### src/hdl/pvr_pkg.sv
// Shared types, widths and the arctangent table of the planar vector rotator.
// No dependencies; every rotator module imports this package.
`default_nettype none

package pvr_pkg;

  localparam int IN_W       = 32;
  localparam int OUT_W      = 32;
  localparam int GUARD_BITS = 16;
  // Internal coordinate width: the gain-scaled input plus growth, with margin
  localparam int DATA_W     = 50;
  localparam int ANG_W      = 34;
  localparam int RND_W      = DATA_W - GUARD_BITS;
  localparam int MAX_STAGES = 32;

  localparam int ROTATION_STAGES_DEF = 24;
  localparam int COORD_BITS_DEF      = 32;

  // Gain compensation, unsigned Q0.32
  localparam logic [IN_W-1:0] GAIN_Q32 = 32'h9B74_EDA8;
  localparam logic signed [ANG_W-1:0] QUARTER_TURN = 34'sh0_4000_0000;

  typedef struct packed {
    logic                     valid;
    logic signed [DATA_W-1:0] x;
    logic signed [DATA_W-1:0] y;
    logic signed [ANG_W-1:0]  z;
  } pvr_stage_t;

  // atan(2^-i) in binary angle units, 2^31 = pi
  function automatic logic signed [ANG_W-1:0] atan_val(input logic [4:0] idx);
    logic signed [ANG_W-1:0] v;
    case (idx)
      5'd0:  v = 34'sh0_2000_0000;
      5'd1:  v = 34'sh0_12E4_051E;
      5'd2:  v = 34'sh0_09FB_385B;
      5'd3:  v = 34'sh0_0511_11D4;
      5'd4:  v = 34'sh0_028B_0D43;
      5'd5:  v = 34'sh0_0145_D7E1;
      5'd6:  v = 34'sh0_00A2_F61E;
      5'd7:  v = 34'sh0_0051_7C55;
      5'd8:  v = 34'sh0_0028_BE53;
      5'd9:  v = 34'sh0_0014_5F2F;
      5'd10: v = 34'sh0_000A_2F98;
      5'd11: v = 34'sh0_0005_17CC;
      5'd12: v = 34'sh0_0002_8BE6;
      5'd13: v = 34'sh0_0001_45F3;
      5'd14: v = 34'sh0_0000_A2FA;
      5'd15: v = 34'sh0_0000_517D;
      5'd16: v = 34'sh0_0000_28BE;
      5'd17: v = 34'sh0_0000_145F;
      5'd18: v = 34'sh0_0000_0A30;
      5'd19: v = 34'sh0_0000_0518;
      5'd20: v = 34'sh0_0000_028C;
      5'd21: v = 34'sh0_0000_0146;
      5'd22: v = 34'sh0_0000_00A3;
      5'd23: v = 34'sh0_0000_0051;
      5'd24: v = 34'sh0_0000_0029;
      5'd25: v = 34'sh0_0000_0014;
      5'd26: v = 34'sh0_0000_000A;
      5'd27: v = 34'sh0_0000_0005;
      5'd28: v = 34'sh0_0000_0003;
      5'd29: v = 34'sh0_0000_0001;
      5'd30: v = 34'sh0_0000_0001;
      default: v = '0;
    endcase
    return v;
  endfunction

endpackage

`default_nettype wire

### src/hdl/pvr_front.sv
// Input stage of the rotator: gain multiply, angle setup and quarter-turn
// pre-rotation, two register stages. Depends on pvr_pkg.
`default_nettype none

module pvr_front (
  input  wire logic                          clk,
  input  wire logic                          rst,
  input  wire logic                          accept,
  input  wire logic [pvr_pkg::IN_W-1:0]      x_coord,
  input  wire logic [pvr_pkg::IN_W-1:0]      y_coord,
  input  wire logic [pvr_pkg::IN_W-1:0]      angle,
  input  wire logic                          mode,
  output pvr_pkg::pvr_stage_t                stage_out
);
  import pvr_pkg::*;

  logic signed [DATA_W+GUARD_BITS-1:0] prod_x;
  logic signed [DATA_W+GUARD_BITS-1:0] prod_y;
  logic signed [ANG_W-1:0]             angle_ext;
  logic signed [ANG_W-1:0]             z_in;

  logic                     s1_valid;
  logic signed [DATA_W-1:0] s1_x;
  logic signed [DATA_W-1:0] s1_y;
  logic signed [ANG_W-1:0]  s1_z;

  logic signed [DATA_W-1:0] pre_x_next;
  logic signed [DATA_W-1:0] pre_y_next;
  logic signed [ANG_W-1:0]  pre_z_next;

  logic                     pre_valid;
  logic signed [DATA_W-1:0] pre_x;
  logic signed [DATA_W-1:0] pre_y;
  logic signed [ANG_W-1:0]  pre_z;

  assign prod_x    = $signed(x_coord) * $signed({1'b0, GAIN_Q32});
  assign prod_y    = $signed(y_coord) * $signed({1'b0, GAIN_Q32});
  assign angle_ext = $signed({{(ANG_W-IN_W){angle[IN_W-1]}}, angle});
  // Clockwise turns by the negated angle
  assign z_in      = mode ? angle_ext : -angle_ext;

  always_ff @(posedge clk) begin
    if (rst) begin
      s1_valid <= 1'b0;
    end else begin
      s1_valid <= accept;
    end
  end

  always_ff @(posedge clk) begin
    s1_x <= prod_x[GUARD_BITS +: DATA_W];
    s1_y <= prod_y[GUARD_BITS +: DATA_W];
    s1_z <= z_in;
  end

  // Bring the angle into [-pi/2, pi/2] with an exact quarter turn
  always_comb begin
    pre_x_next = s1_x;
    pre_y_next = s1_y;
    pre_z_next = s1_z;
    if (s1_z > QUARTER_TURN) begin
      pre_x_next = -s1_y;
      pre_y_next = s1_x;
      pre_z_next = s1_z - QUARTER_TURN;
    end else if (s1_z < -QUARTER_TURN) begin
      pre_x_next = s1_y;
      pre_y_next = -s1_x;
      pre_z_next = s1_z + QUARTER_TURN;
    end
  end

  always_ff @(posedge clk) begin
    if (rst) begin
      pre_valid <= 1'b0;
    end else begin
      pre_valid <= s1_valid;
    end
  end

  always_ff @(posedge clk) begin
    pre_x <= pre_x_next;
    pre_y <= pre_y_next;
    pre_z <= pre_z_next;
  end

  assign stage_out.valid = pre_valid;
  assign stage_out.x     = pre_x;
  assign stage_out.y     = pre_y;
  assign stage_out.z     = pre_z;

endmodule

`default_nettype wire

### config.mk
export PLATFORM = sky130hd
export DESIGN_NAME = pvr_front
export DESIGN_NICKNAME = d
export VERILOG_FILES = /design/src/hdl/pvr_pkg.sv /design/src/hdl/pvr_front.sv
export SDC_FILE = /design/constraint.sdc
export NUM_CORES = 2
export LEC_CHECK = 0
export ABC_AREA = 1
export BUFFER_PORTS_ARGS = -buffer_cell sky130_fd_sc_hd__buf_4
export CELL_PAD_IN_SITES_DETAIL_PLACEMENT = 1
export CELL_PAD_IN_SITES_GLOBAL_PLACEMENT = 2
export CORE_ASPECT_RATIO = 1.5
export CORE_UTILIZATION = 25
export CTS_CLUSTER_DIAMETER = 50
export DETAILED_ROUTE_END_ITERATION = 7
export PLACE_DENSITY_LB_ADDON = 0.2
export SYNTH_ARGS = -nofsm -noshare
export SYNTH_HDL_FRONTEND = slang
export SYNTH_SLANG_ARGS = --single-unit
### constraint.sdc
create_clock -name clk -period 8.12 [get_ports clk]
set_clock_uncertainty 0.05 [all_clocks]
set_input_delay 1.624 -clock clk [delete_from_list [all_inputs] [get_ports clk]]
set_output_delay 1.624 -clock clk [all_outputs]
set_load 0.02 [all_outputs]
Word level (Yosys, flattened, before mapping):

Cells that the tools add are included.

* add/sub/neg operators: 5
* $mul: 2
* div/mod/pow operators: 0
* $lt $le $gt $ge: 2
* equality and inequality tests: 0
* shifts and indexed selects: 0
* multiplexer cells: 7
* bitwise gates (word level): 0
* reductions and logical operators: 0

Operators with widths (number)
* $mux 50: 4
* $mul 32x30->62 const B: 2
* $mux 34: 3
* $neg 49->50: 2
* $add 34x32->34 const B: 1
* $gt 34x32->1 const B: 1
* $lt 34x31->1 const B: 1
* $neg 32->34: 1
* $sub 34x32->34 const B: 1

* flip-flop bits (word level): 268
* latch bits: 0
* RAM bits: 0
* ROM bits: 0
* input bits: 100
* output and inout port bits: 135
* word-level logic and storage cells: 24
* memories: 0

Logic depth before layout (Yosys ltp):

* depth after elaboration: 3
* gate-level depth with buffers: 31
* mapped depth without buffers: 31

Worst setup path after synthesis:

No wires, ideal clock.

* kind: in2reg
* start point: in x_coord[31] (netlist bit)
* end point: reg s1_x[33]
* library setup time: 0.113 ns
* arrival time: 7.374 ns
* data required time: 7.957 ns
* path slack: 0.583 ns
* cell stages on the path: 20
* buffers on the path: 1
* cell sequence: buf_2 clkinv_1 o21ai_0 fa_1 fa_1 fa_1 fa_1 inv_1 fa_1 inv_1 ha_1 nand2_1 nor2_1 inv_1 nor2_1 nand2_1 nor3_1 nand2_1 nand4_1 nand2_1

* cells in the longest elaborated chain, start to end: 1

RTL lines
* start, declared: line pvr_front.sv:9 `input wire logic [pvr_pkg::IN_W-1:0] x_coord,`
* $mul 32x30->62: line pvr_front.sv:36 `assign prod_x = $signed(x_coord) * $signed({1'b0, GAIN_Q32});`
* via prod_x[49]: line pvr_front.sv:17 `logic signed [DATA_W+GUARD_BITS-1:0] prod_x;`
* end signal, assigned: line pvr_front.sv:51 `s1_x <= prod_x[GUARD_BITS +: DATA_W];`
* end, declared: line pvr_front.sv:23 `logic signed [DATA_W-1:0] s1_x;`

The timed path passes the listed nets, and every way through them passes these cells.
A chain may end at the register's enable or synchronous reset.

Worst setup path after layout:

* start point: in y_coord[14] (netlist bit)
* end point: reg s1_y[24]

* cells in the longest elaborated chain, start to end: 1

RTL lines
* start, declared: line pvr_front.sv:10 `input wire logic [pvr_pkg::IN_W-1:0] y_coord,`
* $mul 32x30->62: line pvr_front.sv:37 `assign prod_y = $signed(y_coord) * $signed({1'b0, GAIN_Q32});`
* via prod_y[40]: line pvr_front.sv:18 `logic signed [DATA_W+GUARD_BITS-1:0] prod_y;`
* end signal, assigned: line pvr_front.sv:52 `s1_y <= prod_y[GUARD_BITS +: DATA_W];`
* end, declared: line pvr_front.sv:24 `logic signed [DATA_W-1:0] s1_y;`

The timed path passes the listed nets, and every way through them passes these cells.

==> results.py <==
metrics = {
    "layout": {
        "stdcell_count": 10200,
        "final_util_pct": 29.6,
        "nFillCells": 25600,
        "drive_gt1_share_pct": 9.34,
        "final_common_cell": "inv_1",
        "final_cell_mix": "inv_1, nand2_1, fa_1",
        "syn_to_final_growth_pct": 17.6,
        "nNetsFinal": 9067,
    },
    "sta": {
        "slew_headroom_pct": 40.6,
        "fin_crit_ns": 7.79,
        "rsz0062_at_grt": "false",
        "period_share_pct": 95.9,
        "final-hold-violation-count": 0,
        "finalSetupTns_ns": 0,
        "finalSetupViolations": 0,
        "fmaxAchievable_ghz": 0.128,
        "slew_viol_final": 0,
        "tightest_slew_ns": 0.892,
    },
    "floorplanning": {
        "fp-row-count": 207,
        "die_w_um": 379,
        "start_util_pct": 25.1,
        "core_area_um2": 212000,
        "die-height_um": 568,
        "io_pins": 235,
        "dieArea_um2": 215000,
    },
    "drt": {
        "num_vias": 44500,
        "avgRoutedWirePerCell_um": 23.4,
        "dr.pass1.iters": 7,
        "drc_errors": 0,
        "drtAntennaViolNets": 0,
        "wl_mm": 240,
        "drt-vias-per-instance": 4.34,
        "drt_iter0_drc": 1696,
    },
    "clock_tree": {
        "cts_max_path_buffers": 3,
        "htree_levels": 2,
        "post_cts_buffers": 0,
        "root_buffer": "clkbuf_16",
        "ctsHoldBuffers": 0,
        "clock_latency_ns": 0.61,
        "postCtsResizedCells": 0,
        "path_clk_slew_ns": 0.06,
        "cts_tree": "done",
        "cts_buffers": 44,
        "cts.sinks": 268,
    },
    "setup_path": {
        "cp.arrival_ns": 8.16,
        "cp-start-kind": "primary input",
        "rr_startpoint": "s1_z[30]",
        "end_kind": "flip-flop",
        "crit_fanout": 8,
        "critPathLaunch": "y_coord[14]",
        "cp.required_ns": 8.49,
        "criticalPathCategory": "primary input to flip-flop",
    },
    "synth": {
        "synth_edf_count": 0,
        "ys_top_cells_by_area": "fa_1, ha_1, inv_1, dfxtp_1, nand2_1",
        "synth_top_area_cell": "fa_1",
        "syn_area_um2": 53300,
        "yosysSeqAreaShare_pct": 10.1,
        "avgSynthCellArea_um2": 7.84,
        "yosysWarnings": 0,
        "synth-seq-cells": 268,
        "synth_flop_cell": "dfxtp_1",
        "netlist-cell-type-count": 40,
        "syn_nets": 8492,
        "async_flop_share_pct": 0,
        "syn_inst": 6800,
        "yosysTopAreaCellShare_pct": 31.7,
    },
    "placed_design": {
        "io_buffers": 234,
        "placed_cells": 10200,
        "hpwl_mm": 221,
        "gp_congestion": 0.916,
    },
    "min_path": {
        "hp-class": "flip-flop to flip-flop",
        "hp-start": "s1_z[6]",
    },
    "grt": {
        "grt_max_degree": 76,
        "gr-usage-all-layers_pct": 22.5,
        "grt-ovfl-total": 0,
        "grt_pass1_vias": 51600,
        "antenna_found_initial": 5,
        "grt_pass1_wl_mm": 349,
    },
    "run_status": {
        "status": "finished clean",
    },
    "job": {
        "drv_cap": 0,
    },
}
-- registers in the layout, indices dropped and copies added, names as in the netlist --
signal and cells:
pre_z 34, pre_y 50, s1_z 34, s1_valid 1
pre_x 50, s1_y 49, s1_x 49, pre_valid 1
-- synth_stat cells, types with 38 or more instances --
library cell / count
inv_1: 1904
nand2_1: 1370
fa_1: 844
ha_1: 748
nor2_1: 414
dfxtp_1: 268
xor2_1: 268
nand3_1: 258
a21oi_1: 198
o21ai_0: 160
o21bai_1: 55
xnor2_1: 50
nor3_1: 44
nand4_1: 38
-- worst max-delay path: stages --
cell and delay, ns:
buf_4 0.17, ha_1 0.52, xor2_1 0.17, ha_1 0.22, a21oi_1 0.31, inv_1 0.08, ha_1 0.28, inv_1 0.05
fa_1 0.55, inv_1 0.09, fa_1 0.53, fa_1 0.52, fa_1 0.50, inv_1 0.06, fa_1 0.50, inv_1 0.05
ha_1 0.38, nand2_1 0.12, nor2_1 0.21, inv_1 0.06, o21bai_1 0.22, inv_1 0.07, nand2_1 0.20, nand2_1 0.08
nand2_1 0.08, xor2_1 0.47
-- layer usage --
| metal | vias up | routed length (um) | part of all wire, % | global-route usage, % |
|---|---|---|---|---|
| met5 | - | 0 | 0 | 0 |
| met4 | 0 | 11500 | 4.8 | 9.11 |
| met3 | 286 | 4270 | 1.8 | 1.10 |
| met2 | 687 | 136000 | 57 | 45.7 |
| met1 | 22100 | 88300 | 37 | 23.5 |
| li1 | 21400 | - | - | - |
-- layout make-up --
type,count,area (um2),area share (%)
Timing Repair Buffer,586,4490,7.16
Sequential cell,268,5370,8.56
Tap cell,2821,3530,5.63
Clock buffer,49,1170,1.87
Antenna cell,3,7.51,0.0120
Multi-Input combinational cell,4568,40600,64.7
Inverter,1907,7160,11.4
Clock inverter,33,412,0.656
-- metrics by stage --
| stage | area [um2] | hold WS, ns | setup slack, ns |
|---|---|---|---|
| 3_5_place_dp | 61100 | 0.288 | -0.356 |
| 2_1_floorplan | 53300 | 0.281 | 0.583 |
| 3_3_place_gp | 61100 | 0.287 | -0.404 |
| 4_1_cts | 62700 | 0.302 | 0.236 |
| 5_1_grt | 62700 | 0.313 | 0.0424 |
| 6_report | 62700 | 0.301 | 0.332 |
-- worst paths after layout --
kind / to / slack (ns) / depth (start not counted)
worst max-delay path: s1_y[24] / 0.33 / 26
worst min register to register: pre_z[6] / 0.30 / 0
worst min-delay path: pre_z[6] / 0.30 / 0
worst max register to register: pre_y[41] / 4.50 / 9
-- cells by family after synthesis --
logic type / Yosys count / synth area share, %
adders and majority gates: 1592 / 49.2
AOI/OAI and AO/OA: 493 / 5.24
and+or+nand+nor: 2165 / 16.4
DFF: 268 / 10.1
xor gates and xnor gates: 318 / 5.22
buffers and inverters: 1964 / 13.9
Power is not shown: default switching activity piles up to over one toggle a cycle in this logic, so the estimate is an artifact.
