===== src/hdl/pvr_pkg.sv =====
// Shared types, widths and the arctangent table of the planar vector rotator.
// No dependencies; every rotator module imports this package.
`default_nettype none

package pvr_pkg;

  localparam int IN_W       = 32;
  localparam int OUT_W      = 32;
  localparam int GUARD_BITS = 16;
  // Internal coordinate width: the gain-scaled input plus growth, with margin
  localparam int DATA_W     = 50;
  localparam int ANG_W      = 34;
  localparam int RND_W      = DATA_W - GUARD_BITS;
  localparam int MAX_STAGES = 32;

  localparam int ROTATION_STAGES_DEF = 24;
  localparam int COORD_BITS_DEF      = 32;

  // Gain compensation, unsigned Q0.32
  localparam logic [IN_W-1:0] GAIN_Q32 = 32'h9B74_EDA8;
  localparam logic signed [ANG_W-1:0] QUARTER_TURN = 34'sh0_4000_0000;

  typedef struct packed {
    logic                     valid;
    logic signed [DATA_W-1:0] x;
    logic signed [DATA_W-1:0] y;
    logic signed [ANG_W-1:0]  z;
  } pvr_stage_t;

  // atan(2^-i) in binary angle units, 2^31 = pi
  function automatic logic signed [ANG_W-1:0] atan_val(input logic [4:0] idx);
    logic signed [ANG_W-1:0] v;
    case (idx)
      5'd0:  v = 34'sh0_2000_0000;
      5'd1:  v = 34'sh0_12E4_051E;
      5'd2:  v = 34'sh0_09FB_385B;
      5'd3:  v = 34'sh0_0511_11D4;
      5'd4:  v = 34'sh0_028B_0D43;
      5'd5:  v = 34'sh0_0145_D7E1;
      5'd6:  v = 34'sh0_00A2_F61E;
      5'd7:  v = 34'sh0_0051_7C55;
      5'd8:  v = 34'sh0_0028_BE53;
      5'd9:  v = 34'sh0_0014_5F2F;
      5'd10: v = 34'sh0_000A_2F98;
      5'd11: v = 34'sh0_0005_17CC;
      5'd12: v = 34'sh0_0002_8BE6;
      5'd13: v = 34'sh0_0001_45F3;
      5'd14: v = 34'sh0_0000_A2FA;
      5'd15: v = 34'sh0_0000_517D;
      5'd16: v = 34'sh0_0000_28BE;
      5'd17: v = 34'sh0_0000_145F;
      5'd18: v = 34'sh0_0000_0A30;
      5'd19: v = 34'sh0_0000_0518;
      5'd20: v = 34'sh0_0000_028C;
      5'd21: v = 34'sh0_0000_0146;
      5'd22: v = 34'sh0_0000_00A3;
      5'd23: v = 34'sh0_0000_0051;
      5'd24: v = 34'sh0_0000_0029;
      5'd25: v = 34'sh0_0000_0014;
      5'd26: v = 34'sh0_0000_000A;
      5'd27: v = 34'sh0_0000_0005;
      5'd28: v = 34'sh0_0000_0003;
      5'd29: v = 34'sh0_0000_0001;
      5'd30: v = 34'sh0_0000_0001;
      default: v = '0;
    endcase
    return v;
  endfunction

endpackage

`default_nettype wire


===== src/hdl/pvr_round.sv =====
// Output stage of the rotator: round off the guard bits, saturate, register.
// Depends on pvr_pkg.
`default_nettype none

module pvr_round #(
  parameter int COORD_BITS = pvr_pkg::COORD_BITS_DEF
) (
  input  wire logic                      clk,
  input  wire logic                      rst,
  input  wire pvr_pkg::pvr_stage_t       stage_in,
  output logic                           done,
  output logic [pvr_pkg::OUT_W-1:0]      x_rot,
  output logic [pvr_pkg::OUT_W-1:0]      y_rot,
  output logic                           saturated
);
  import pvr_pkg::*;

  localparam int SAT_W = (COORD_BITS > OUT_W) ? OUT_W : ((COORD_BITS < 2) ? 2 : COORD_BITS);
  localparam logic signed [RND_W-1:0] SAT_HI =
    {{(RND_W-SAT_W+1){1'b0}}, {(SAT_W-1){1'b1}}};
  localparam logic signed [RND_W-1:0] SAT_LO = ~SAT_HI;
  localparam logic signed [DATA_W-1:0] HALF = DATA_W'(1) << (GUARD_BITS-1);

  // Returns {clamp flag, clamped value}
  function automatic logic [RND_W:0] round_sat(input logic signed [DATA_W-1:0] v);
    logic signed [DATA_W-1:0] sum;
    logic signed [RND_W-1:0]  r;
    logic [RND_W:0]           res;
    sum = v + HALF;
    r   = sum[DATA_W-1:GUARD_BITS];
    if (r > SAT_HI) begin
      res = {1'b1, SAT_HI};
    end else if (r < SAT_LO) begin
      res = {1'b1, SAT_LO};
    end else begin
      res = {1'b0, r};
    end
    return res;
  endfunction

  logic [RND_W:0] x_res;
  logic [RND_W:0] y_res;

  assign x_res = round_sat(stage_in.x);
  assign y_res = round_sat(stage_in.y);

  always_ff @(posedge clk) begin
    if (rst) begin
      done <= 1'b0;
    end else begin
      done <= stage_in.valid;
    end
  end

  always_ff @(posedge clk) begin
    x_rot     <= x_res[OUT_W-1:0];
    y_rot     <= y_res[OUT_W-1:0];
    saturated <= x_res[RND_W] | y_res[RND_W];
  end

endmodule

`default_nettype wire


===== config.mk =====
export PLATFORM = sky130hd
export DESIGN_NAME = pvr_round
export DESIGN_NICKNAME = d
export VERILOG_FILES = /design/src/hdl/pvr_pkg.sv /design/src/hdl/pvr_round.sv
export SDC_FILE = /design/constraint.sdc
export NUM_CORES = 1
export LEC_CHECK = 0
export BUFFER_PORTS_ARGS = -buffer_cell sky130_fd_sc_hd__clkbuf_2
export CAP_MARGIN = 20
export CORE_ASPECT_RATIO = 0.7
export CORE_MARGIN = 2
export CORE_UTILIZATION = 32
export DETAILED_ROUTE_END_ITERATION = 12
export GPL_TIMING_DRIVEN = 0
export SETUP_SLACK_MARGIN = 0.2
export SYNTH_ARGS = -nofsm -noshare
export SYNTH_HDL_FRONTEND = slang
export SYNTH_SLANG_ARGS = --single-unit

===== constraint.sdc =====
create_clock -name clk -period 2.2 [get_ports clk]
set_input_delay 0.22 -clock clk [delete_from_list [all_inputs] [get_ports clk]]
set_output_delay 0.22 -clock clk [all_outputs]
set_load 0.03 [all_outputs]

* Word level (Yosys, flattened, before mapping)
Cells that the tools add are included.
** Storage, ports and cells
- Register bits :: 66
- Word-level logic and storage cells :: 15
- Output and inout port bits :: 66
- Input bits :: 137
** Operators by class
- Add/sub/neg operators :: 2
- Magnitude comparators :: 4
- Bitwise operators :: 1
- Muxes and demuxes :: 4
** Operators with widths (count)
- two-way mux 35 bit :: 4
- adder 50 x 17 -> 50 bit (second input constant) :: 2
- > comparator 34 x 32 -> 1 bit (second input constant) :: 2
- less-than comparator 34 x 32 -> 1 bit (second input constant) :: 2
- OR 1 bit :: 1

* Longest topological paths before layout
Gate-level depths: netlist of run 1.
- Word-level depth :: 5
- Depth in mapped cells :: 9
- Gate-level depth less buffers :: 8

* Worst setup path before layout of run 1
Ideal clock, no wire load.
- Kind :: input to register
- Start :: input stage_in[56] (netlist bit)
- End :: register y_rot[11] (netlist bit)
- Stages :: 8
- Arrival time :: 2013 ps
- Data required time :: 2068 ps
- Setup time :: 132 ps
- Path slack :: 55 ps
- Path buffers :: 2
- Path through :: buf_4 -> and3_1 -> nand4_2 -> or4b_4 -> xnor2_4 -> o21ai_2 -> buf_6 -> o21ai_0
** On the way
- Longest elaborated chain between the ends :: 3
- Elaborated cells between the ends (all ways) :: 4
- Classes of those cells :: add/sub: 1; order compare: 2; mux: 1
** RTL lines
- start, declared :: line pvr_round.sv:10 : input wire pvr_pkg::pvr_stage_t stage_in,
- adder 50 x 17 -> 50 bit (*) :: line pvr_round.sv:29 : sum = v + HALF;
- less-than comparator 34 x 32 -> 1 bit :: line pvr_round.sv:33 : end else if (r < SAT_LO) begin
- two-way mux 35 bit :: line pvr_round.sv:33
- end signal, assigned :: line pvr_round.sv:57 : y_rot <= y_res[OUT_W-1:0];
- end, declared :: line pvr_round.sv:13 : output logic [pvr_pkg::OUT_W-1:0] y_rot,
Every way passes the cells marked *; elsewhere a longest branch is shown, timed or not.
A chain may end at the register's enable or synchronous reset.

* Final worst setup path of run 1
- Start :: input stage_in[72] (netlist bit)
- End :: register saturated
** On the way
- Longest elaborated chain between the ends :: 5
- Elaborated cells between the ends (all ways) :: 6
- Classes of those cells :: add/sub: 1; order compare: 2; mux: 2; bitwise: 1
** RTL lines
- adder 50 x 17 -> 50 bit (*) :: line pvr_round.sv:29
- less-than comparator 34 x 32 -> 1 bit :: line pvr_round.sv:33
- two-way mux 35 bit :: line pvr_round.sv:33
- two-way mux 35 bit (*) :: line pvr_round.sv:31 : if (r > SAT_HI) begin
- OR 1 bit (*) :: line pvr_round.sv:58 : saturated <= x_res[RND_W] | y_res[RND_W];
- end signal, assigned :: line pvr_round.sv:58
- end, declared :: line pvr_round.sv:14 : output logic saturated
Marks and branches as above.

==> impl_results.md, run 1 <==
- Critical path's largest stage delay: ~0.61 ns
- Crit path required time: 2.42 ns
- Slew headroom: 67.6%
- Starting density of the core: between 30% and 40%
- Critical path depth: 7
- Most area-consuming cells after synthesis: dfxtp_1, xnor2_1, xor2_1
- Cts bufs inserted: 9
- Critical Path AT: roughly 2.2 ns
- Hold_buf cts: 0
- Final setup viols: 0
- Layout cells sized above 1: 40.3%
- Drc violations: 0
- Worst vdd ir: around 0.36 mV
- Antenna diode instance count: 0
- Pwr Density: roughly 740 nW/µm²
- WS Path Type: input pin to flop
- Total Routing Usage GR: between 10% and 20%
- Startpoint types: input pin
- Yosys warns: 0
- CTS tree: built
- DR vias/cell: between 4 and 5
- CP max-delay cell: or4b_4
- CP bufs+invs: 1
- Top cell type's share of synthesized area: approximately 39%
- Register area share after synthesis: roughly two fifths
- Post-synth EDFFs: 0
- Fin area: 4700 µm²
- Worst-path clk slew: about 0.050 ns
- Worst hold path depth: 2
- Vias in the first global route: a little over 3,000
- Die Wd: about 130 µm
- CP endpoint kind: flop
- Non-filler instance count after layout: between 600 and 700
- Leakage: 0.00200 µW
- RSZ-0062 raised after global routing: true
- Post-Synthesis Cells: between 300 and 400
- Clock root cell: clkbuf_16
- Largest net degree at the start of global routing: 11
- Syn_area_per_cell: a little over 9 µm²
- Most frequent cells in the layout: clkbuf_2, dfxtp_1, xnor2_1
- Clock Sink Count: 66
- Synth area leader: dfxtp_1
- Status: finished, final reports clean
- Finished Core Util: between 40% and 50%
- CP delay by family, top: simple AND/OR/NAND/NOR gates
- Crit share post-route: between 80% and 90%
- Total iterations of the first detailed-routing run: 4
- HPWL Detailed: about 7500 µm
- Crit path time final: between 1.5 and 2 ns
- Row count: 31
- Worst hold slack: approximately 0.054 ns
- I/O Buffers: around 140
- Post-synth top flop: dfxtp_1
- Ys async rst share: 0%
- Die ar.: between 10,000 and 15,000 µm²
- DR vias: between 3,000 and 4,000
- Remaining antenna violation count: 0
- Fin. max-slew vios: 0
- Routed wire length: 9650 µm
- Initial antenna violation count: 0
- Hold Path Class: input pin to flop
- Commonest non-fill, non-tap cell in the layout: clkbuf_2
- Starting DRT DRC Count: around 180
- Layout area overhead: 38.8%
- Max cap viols: 0
- Worst slew pin tran: about 0.49 ns
- First-pass GRT wire length: approximately 15,000 µm
- Placed Instances: between 600 and 700
- Sequence of cells on the critical path: clkbuf_2, and4_4, nand3_4, or4b_4, xnor2_4, or3_1, a211o_1
- Mapped Area: between 3000 and 4000 µm²
- Synth cell types: 47
- #FFs+latches synth: 66
- NumNets Final: 670
- RePlAce Congestion: 0.874
- CTS Buffer Depth: 2
- Crit-path max FO: 7
- IO Pins: slightly above 200
- Wire length per cell: 14.5 µm
- Grt ovf: 0
- Post-synth net total: between 500 and 600
- H-tree levels: 3
- Hold Fails Final Rpt: 0
- Placed Area: 4260 µm²
- Core area: about 10,000 µm²
- Vert. Die Dim: roughly 90 µm
- Max Clock Freq: 516 MHz
- Power, Total: 3470 µW
-- path summary, 6_finish.rpt --
path | start | endpoint | slack (ns)
max | stage_in[72] | saturated | 0.26
min | rst | done | 0.05
-- registers in the layout (all words and copies together) (netlist names) --
signal     flops
done           1
saturated      1
y_rot         32
x_rot         32
-- cells by family after synthesis --
kind of cell | Yosys count | synth area share [%]
simple gates | 130 | 22.9
xor+xnor | 68 | 18.4
fa+ha+maj | 2 | 0.738
flops | 66 | 39.0
buf+inv | 27 | 4.28
compound gates | 81 | 14.8
-- where the power goes --
part / total [µW] / internal [µW] / switching [µW] / leakage (µW)
combinational: 713 / 234 / 479 / 0.00130
sequential: 1330 / 1300 / 27.7 / 0.000556
clock: 1430 / 926 / 504 / 0.000141
total: 3470 / 2460 / 1010 / 0.00200
-- area by class of cell --
class,instances,area [µm²]
clock inverters,2,37.5
flip-flops and latches,66,1320
multi-input cells,281,2010
plain buffers,17,120
clock buffers,12,256
repair buffers,146,758
inverters,10,37.5
fillers,1013,5620
well taps,132,165
-- through the flow --
step / worst slack, ns / setup TNS, ns
floorplan: 0.177 / 0
global placement: -0.260 / -11.03
detailed placement: -0.302 / -13.74
CTS: 0.234 / 0
global route: 0.185 / 0
finish: 0.262 / 0
-- timing repair --
item,4_1_cts,5_1_grt
hold endpoints to repair,0,0
buffers inserted,2,9
setup endpoints to repair,53,31
cloned,0,0
gates resized for setup,10,3
pin swaps,2,6
-- synth_stat cells, types with 2 or more instances --
| cell | n |
|---|---|
| clkbuf_1 | 5 |
| nor2_1 | 16 |
| o21ai_0 | 29 |
| buf_2 | 3 |
| buf_6 | 4 |
| buf_4 | 2 |
| and3_1 | 10 |
| and4_1 | 5 |
| nor4_1 | 2 |
| ha_1 | 2 |
| xnor2_1 | 36 |
| nor3_1 | 7 |
| inv_1 | 10 |
| clkbuf_2 | 2 |
| nand3_1 | 25 |
| o21ai_1 | 3 |
| nand4_2 | 2 |
| and2_1 | 5 |
| nor2b_1 | 2 |
| dfxtp_1 | 66 |
| nand4_1 | 21 |
| a21oi_2 | 21 |
| nor4_2 | 3 |
| or2_2 | 2 |
| xor2_1 | 30 |
| nand2_1 | 19 |
| a21oi_1 | 22 |
-- layer usage --
metal	vias up	global-route usage, %	share of wire (%)
li1	1629	-	-
met1	1506	23.2	49
met2	118	25.0	44
met3	6	4.76	6.5
met4	0	4.67	0.73
met5	-	0	0
Note: power is estimated with default switching activity, not from simulation.
==> run 2: changes to the inputs <==
- clock period: 2.2 -> 2.05 ns (I/O delays scaled with it)
==> run 2 against run 1 <==
  * Sequential cell count unchanged
  * Routed wire length is 4.2% higher
  * Critical path type unchanged
  * Sequential share of layout area shrank 1.7 points
  * Non-clock buffer count is 13 higher
  * Combinational power up 15%
  * Sequential power is 8% higher
  * Power rose by 4.2%
  * Utilization rose by 3.0 points
  * Setup slack lost 0.041 ns
  * Via count increased by 2.8%
  * Worst hold slack worse by 0.019 ns
  * Largest cell class unchanged
  * First-iteration DRC count rose by 8.4%
==> impl_results.md, run 2 (same netlist as run 1, synthesis figures left out) <==
- Hold Path Class: input pin to flop
- CTS tree: built
- CP endpoint kind: flop
- WS Path Type: input pin to flop
- IO Pins: roughly 200
- Crit path time final: between 1.5 and 2 ns
- Starting DRT DRC Count: between 150 and 200
- DR vias: around 3,400
- Cts bufs inserted: 9
- Clock Sink Count: between 60 and 70
- First-pass GRT wire length: ~15,000 µm
- Total iterations of the first detailed-routing run: 4
- Routed wire length: roughly 10,000 µm
- H-tree levels: 3
- I/O Buffers: between 100 and 150
- Die Wd: approximately 130 µm
- Largest net degree at the start of global routing: 12
- Wire length per cell: between 10 and 15 µm
- Worst vdd ir: ~0.42 mV
- Die ar.: 11,400 µm²
- RSZ-0062 raised after global routing: true
- Final setup viols: 0
- Crit-path max FO: 4
- CTS Buffer Depth: 2
- Clock root cell: clkbuf_16
- RePlAce Congestion: about 0.9
- Vias in the first global route: 3,105
- Total Routing Usage GR: between 10% and 20%
- Power, Total: roughly 3600 µW
- Slew headroom: a little over two thirds
- Antenna diode instance count: 0
- Pre-CTS WS: -0.416 ns
- Crit path required time: about 2.3 ns
- Max Clock Freq: 547 MHz
- Crit share post-route: about nine tenths
- Hold Fails Final Rpt: 0
- Remaining antenna violation count: 0
- Status: finished, final reports clean
- Grt ovf: 0
- Commonest non-fill, non-tap cell in the layout: clkbuf_2
- Drc violations: 0
- Filler cells: just over 1,000
- Leakage: ~0.0021 µW
- Layout cells sized above 1: between 40% and 50%
- Critical Path AT: approximately 2.0 ns
- Startpoint types: input pin
- Worst slew pin tran: 0.450 ns
- Hold_buf cts: 0
- Largest regs: x_rot x32, y_rot x32
- Fin. max-slew vios: 0
- Setup ws final: 0.221 ns
- Pwr Density: 722 nW/µm²
- Vert. Die Dim: roughly 90 µm
- Max cap viols: 0
- Placed Instances: approximately 640
- Core area: a little over 10,000 µm²
- Layout area overhead: 47.8%
- Most frequent cells in the layout: clkbuf_2, dfxtp_1, xnor2_1
- DR vias/cell: a little under 5
- Row count: 31
- HPWL Detailed: roughly 7400 µm
- Non-filler instance count after layout: approximately 680
- NumNets Final: about 680
- Starting density of the core: about 33%
- Worst-path clk slew: 0.05 ns
- Initial antenna violation count: 0
## run 2: worst paths after layout
check / end / slack (ns) / startpoint / cells past startpoint
worst max-delay path: saturated / 0.22 / stage_in[72] / 7
worst min-delay path: done / 0.03 / rst / 2
## run 2: final cells by class
type                       count  area, µm²  area share (%)
multi-input combinational    281       2090            41.7
sequential                    66       1320            26.4
timing repair buffer         159        988            19.7
clock buffer                  11        233            4.65
tap                          132        165            3.30
buffer                        17        143            2.85
inverter                      10       37.5           0.750
clock inverter                 5       31.3           0.625
## run 2: metal layers
metal	wire length, µm	up-vias	track usage [%]
met4	94	0	5.22
met5	0	-	0
met1	4880	1578	24.1
met3	574	7	4.46
li1	-	1660	-
met2	4510	105	24.8
## run 2: where the power goes
| part | total (µW) | internal, µW | switching (µW) |
|---|---|---|---|
| clock network | 1370 | 814 | 554 |
| registers | 1430 | 1400 | 30.6 |
| logic | 821 | 296 | 526 |
| total | 3620 | 2510 | 1110 |
## run 2: critical path, stage by stage
cell and delay, ns:
buf_8 0.08, and4_4 0.24, nand3_4 0.08, or4b_4 0.59, xnor2_4 0.20, or3_1 0.36
a211o_1 0.29
## run 2: what timing repair did
| action | in CTS | in global routing |
|---|---|---|
| resized for setup | 18 | 83 |
| pin swaps | 18 | 24 |
| setup buffers | 9 | 15 |
| setup endpoints to repair | 62 | 59 |
## run 2: through the flow
stage                     util [%]  cell area, µm²  hold slack, ns  TNS (ns)
after CTS                     45.3            4670          0.0191         0
final                         48.5            5010          0.0345         0
after global routing          48.5            5010          0.0295         0
after floorplan                  -            3420           0.277         0
after detailed placement      41.3            4260           0.367    -21.00
after global placement        41.3            4260           0.364    -19.69
==> run 3: changes to the inputs <==
--- a/config.mk
+++ b/config.mk
@@ -13,4 +13,5 @@
 export DETAILED_ROUTE_END_ITERATION = 12
 export GPL_TIMING_DRIVEN = 0
+export PLACE_DENSITY = 0.71
 export SETUP_SLACK_MARGIN = 0.2
 export SYNTH_ARGS = -nofsm -noshare
==> constraint.sdc (replaced) <==
create_clock -name clk -period 2.05 [get_ports clk]
set_input_delay 0.1025 -clock clk [delete_from_list [all_inputs] [get_ports clk]]
set_output_delay 0.1025 -clock clk [all_outputs]
set_load 0.03 [all_outputs]
==> run 3 against run 2 <==
  * Worst hold slack better by 0.053 ns
  * Critical path type unchanged
  * Clock power rose by 7%
  * Global-route usage up 0.22 points
  * Routed wire length grew 0.58%
  * Largest cell class unchanged
  * Power up 2.0%
  * Largest power group is now the clock network
==> impl_results.md, run 3 (same netlist as run 1, synthesis figures left out) <==
- RSZ-0062 raised after global routing: false
- Drc violations: 0
- Crit-path max FO: 5
- Fin. max-slew vios: 0
- Worst hold path depth: 3
- Slew headroom: about 58%
- Non-filler instance count after layout: just under 700
- Placed Instances: ~640
- Die Wd: 127 µm
- Final setup viols: 0
- CP delay by family, top: simple AND/OR/NAND/NOR gates
- Starting density of the core: roughly a third
- H-tree levels: 3
- CTS Buffer Depth: 2
- Die ar.: 11,400 µm²
- Vias in the first global route: 3,159
- Layout area overhead: 41.7%
- Routed wire length: between 10,000 and 15,000 µm
- Crit path time final: 1.78 ns
- CP endpoint kind: flop
- Pwr Density: 769 nW/µm²
- Critical path depth: 9
- CP max-delay cell: or3_1
- IO Pins: 203
- Remaining antenna violation count: 0
- Leakage: 0.00205 µW
- WS Path Type: input pin to flop
- Worst hold slack: between 0.08 and 0.09 ns
- Max cap viols: 0
- Layout cells sized above 1: between 40% and 50%
- Row count: 31
- Status: finished, final reports clean
- Wire length per cell: 14.9 µm
- RePlAce Congestion: between 0.8 and 0.9
- Total iterations of the first detailed-routing run: 4
- Critical Path AT: around 2 ns
- Max Clock Freq: 561 MHz
- I/O Buffers: roughly 140
- Starting DRT DRC Count: 200
- DR vias: around 3,400
- Largest regs: x_rot x32, y_rot x32
- Grt ovf: 0
- Clock root cell: clkbuf_16
- CP bufs+invs: 2
- Worst slew pin tran: 0.631 ns
- Antenna diode instance count: 0
- Commonest non-fill, non-tap cell in the layout: clkbuf_2
- Cts bufs inserted: 9
- Hold Fails Final Rpt: 0
- Worst vdd ir: 0.347 mV
- Sequence of cells on the critical path: clkbuf_2, ha_1, and3_1, nand2b_4, nor4_4, xnor2_2, inv_1, or3_1, a211o_1
- CTS tree: built
- Initial antenna violation count: 0
- Clock Sink Count: 66
- Crit path required time: about 2.3 ns
- Largest net degree at the start of global routing: 13
- Core area: about 10,000 µm²
- First-pass GRT wire length: approximately 16,000 µm
- Startpoint types: input pin
- DR vias/cell: roughly 5
- Critical path's largest stage delay: 0.39 ns
- Hold Path Class: input pin to flop
- Crit share post-route: between 80% and 90%
- Vert. Die Dim: approximately 90 µm
- Worst-path clk slew: about 0.060 ns
- HPWL Detailed: roughly 7700 µm
- NumNets Final: 680
- Most frequent cells in the layout: clkbuf_2, dfxtp_1, xnor2_1
- Total Routing Usage GR: between 10% and 20%
-- run 3: cell types whose count changed in the layout (fill, tap and decap cells not counted), sizes merged --
cell and delta:
inv +1, dlygate4sd3 +2, clkinvlp +1, buf -23, clkinv -2, clkbuf +18
-- run 3: worst min-delay path: stages --
cell and delay (ns):
clkbuf_2 0.11, xor2_2 0.10, inv_1 0.07
-- run 3: path summary, 6_finish.rpt --
path	startpoint	endpoint	slack, ns
setup / recovery	stage_in[50]	saturated	0.27
hold / removal	stage_in[133]	x_rot[31]	0.09
-- run 3: per-layer routing --
layer / vias to the layer above / track usage, % / part of all wire [%]
li1: 1660 / - / -
met1: 1608 / 23.8 / 47
met2: 96 / 25.9 / 46
met3: 19 / 4.58 / 5.5
met4: 0 / 5.13 / 1.4
met5: - / 0 / 0
-- run 3: metrics by stage --
| step | setup slack (ns) | util (%) | area (µm²) | total power [µW] | setup TNS (ns) |
|---|---|---|---|---|---|
| CTS | 0.187 | 44.9 | 4630 | 3710 | 0 |
| finish | 0.269 | 46.5 | 4800 | 3690 | 0 |
| global placement | -0.262 | 41.3 | 4260 | 2200 | -12.12 |
| global route | 0.169 | 46.5 | 4800 | 3850 | 0 |
| floorplan | 0.146 | - | 3420 | 1920 | 0 |
| detailed placement | -0.302 | 41.3 | 4260 | 2210 | -14.01 |
-- run 3: what timing repair did --
item	in CTS	in global routing
endpoints found under the hold margin	1	0
gates resized for setup	10	12
hold buffers	2	0
endpoints found under the setup margin	58	57
setup buffers	2	17
pin swaps	1	11
-- run 3: cell type report --
class | instances | area [µm²]
Buffer | 17 | 120
Clock buffer | 11 | 253
Clock inverter | 5 | 37.5
Fill cell | 1019 | 5520
Inverter | 10 | 37.5
Multi-Input combinational cell | 281 | 2030
Sequential cell | 66 | 1320
Tap cell | 132 | 165
Timing Repair Buffer | 156 | 838
-- run 3: power breakdown --
part	switching [µW]	total [µW]	internal, µW
Clock	587	1470	888
Combinational	523	785	262
Sequential	33.1	1430	1400
Total	1140	3690	2550
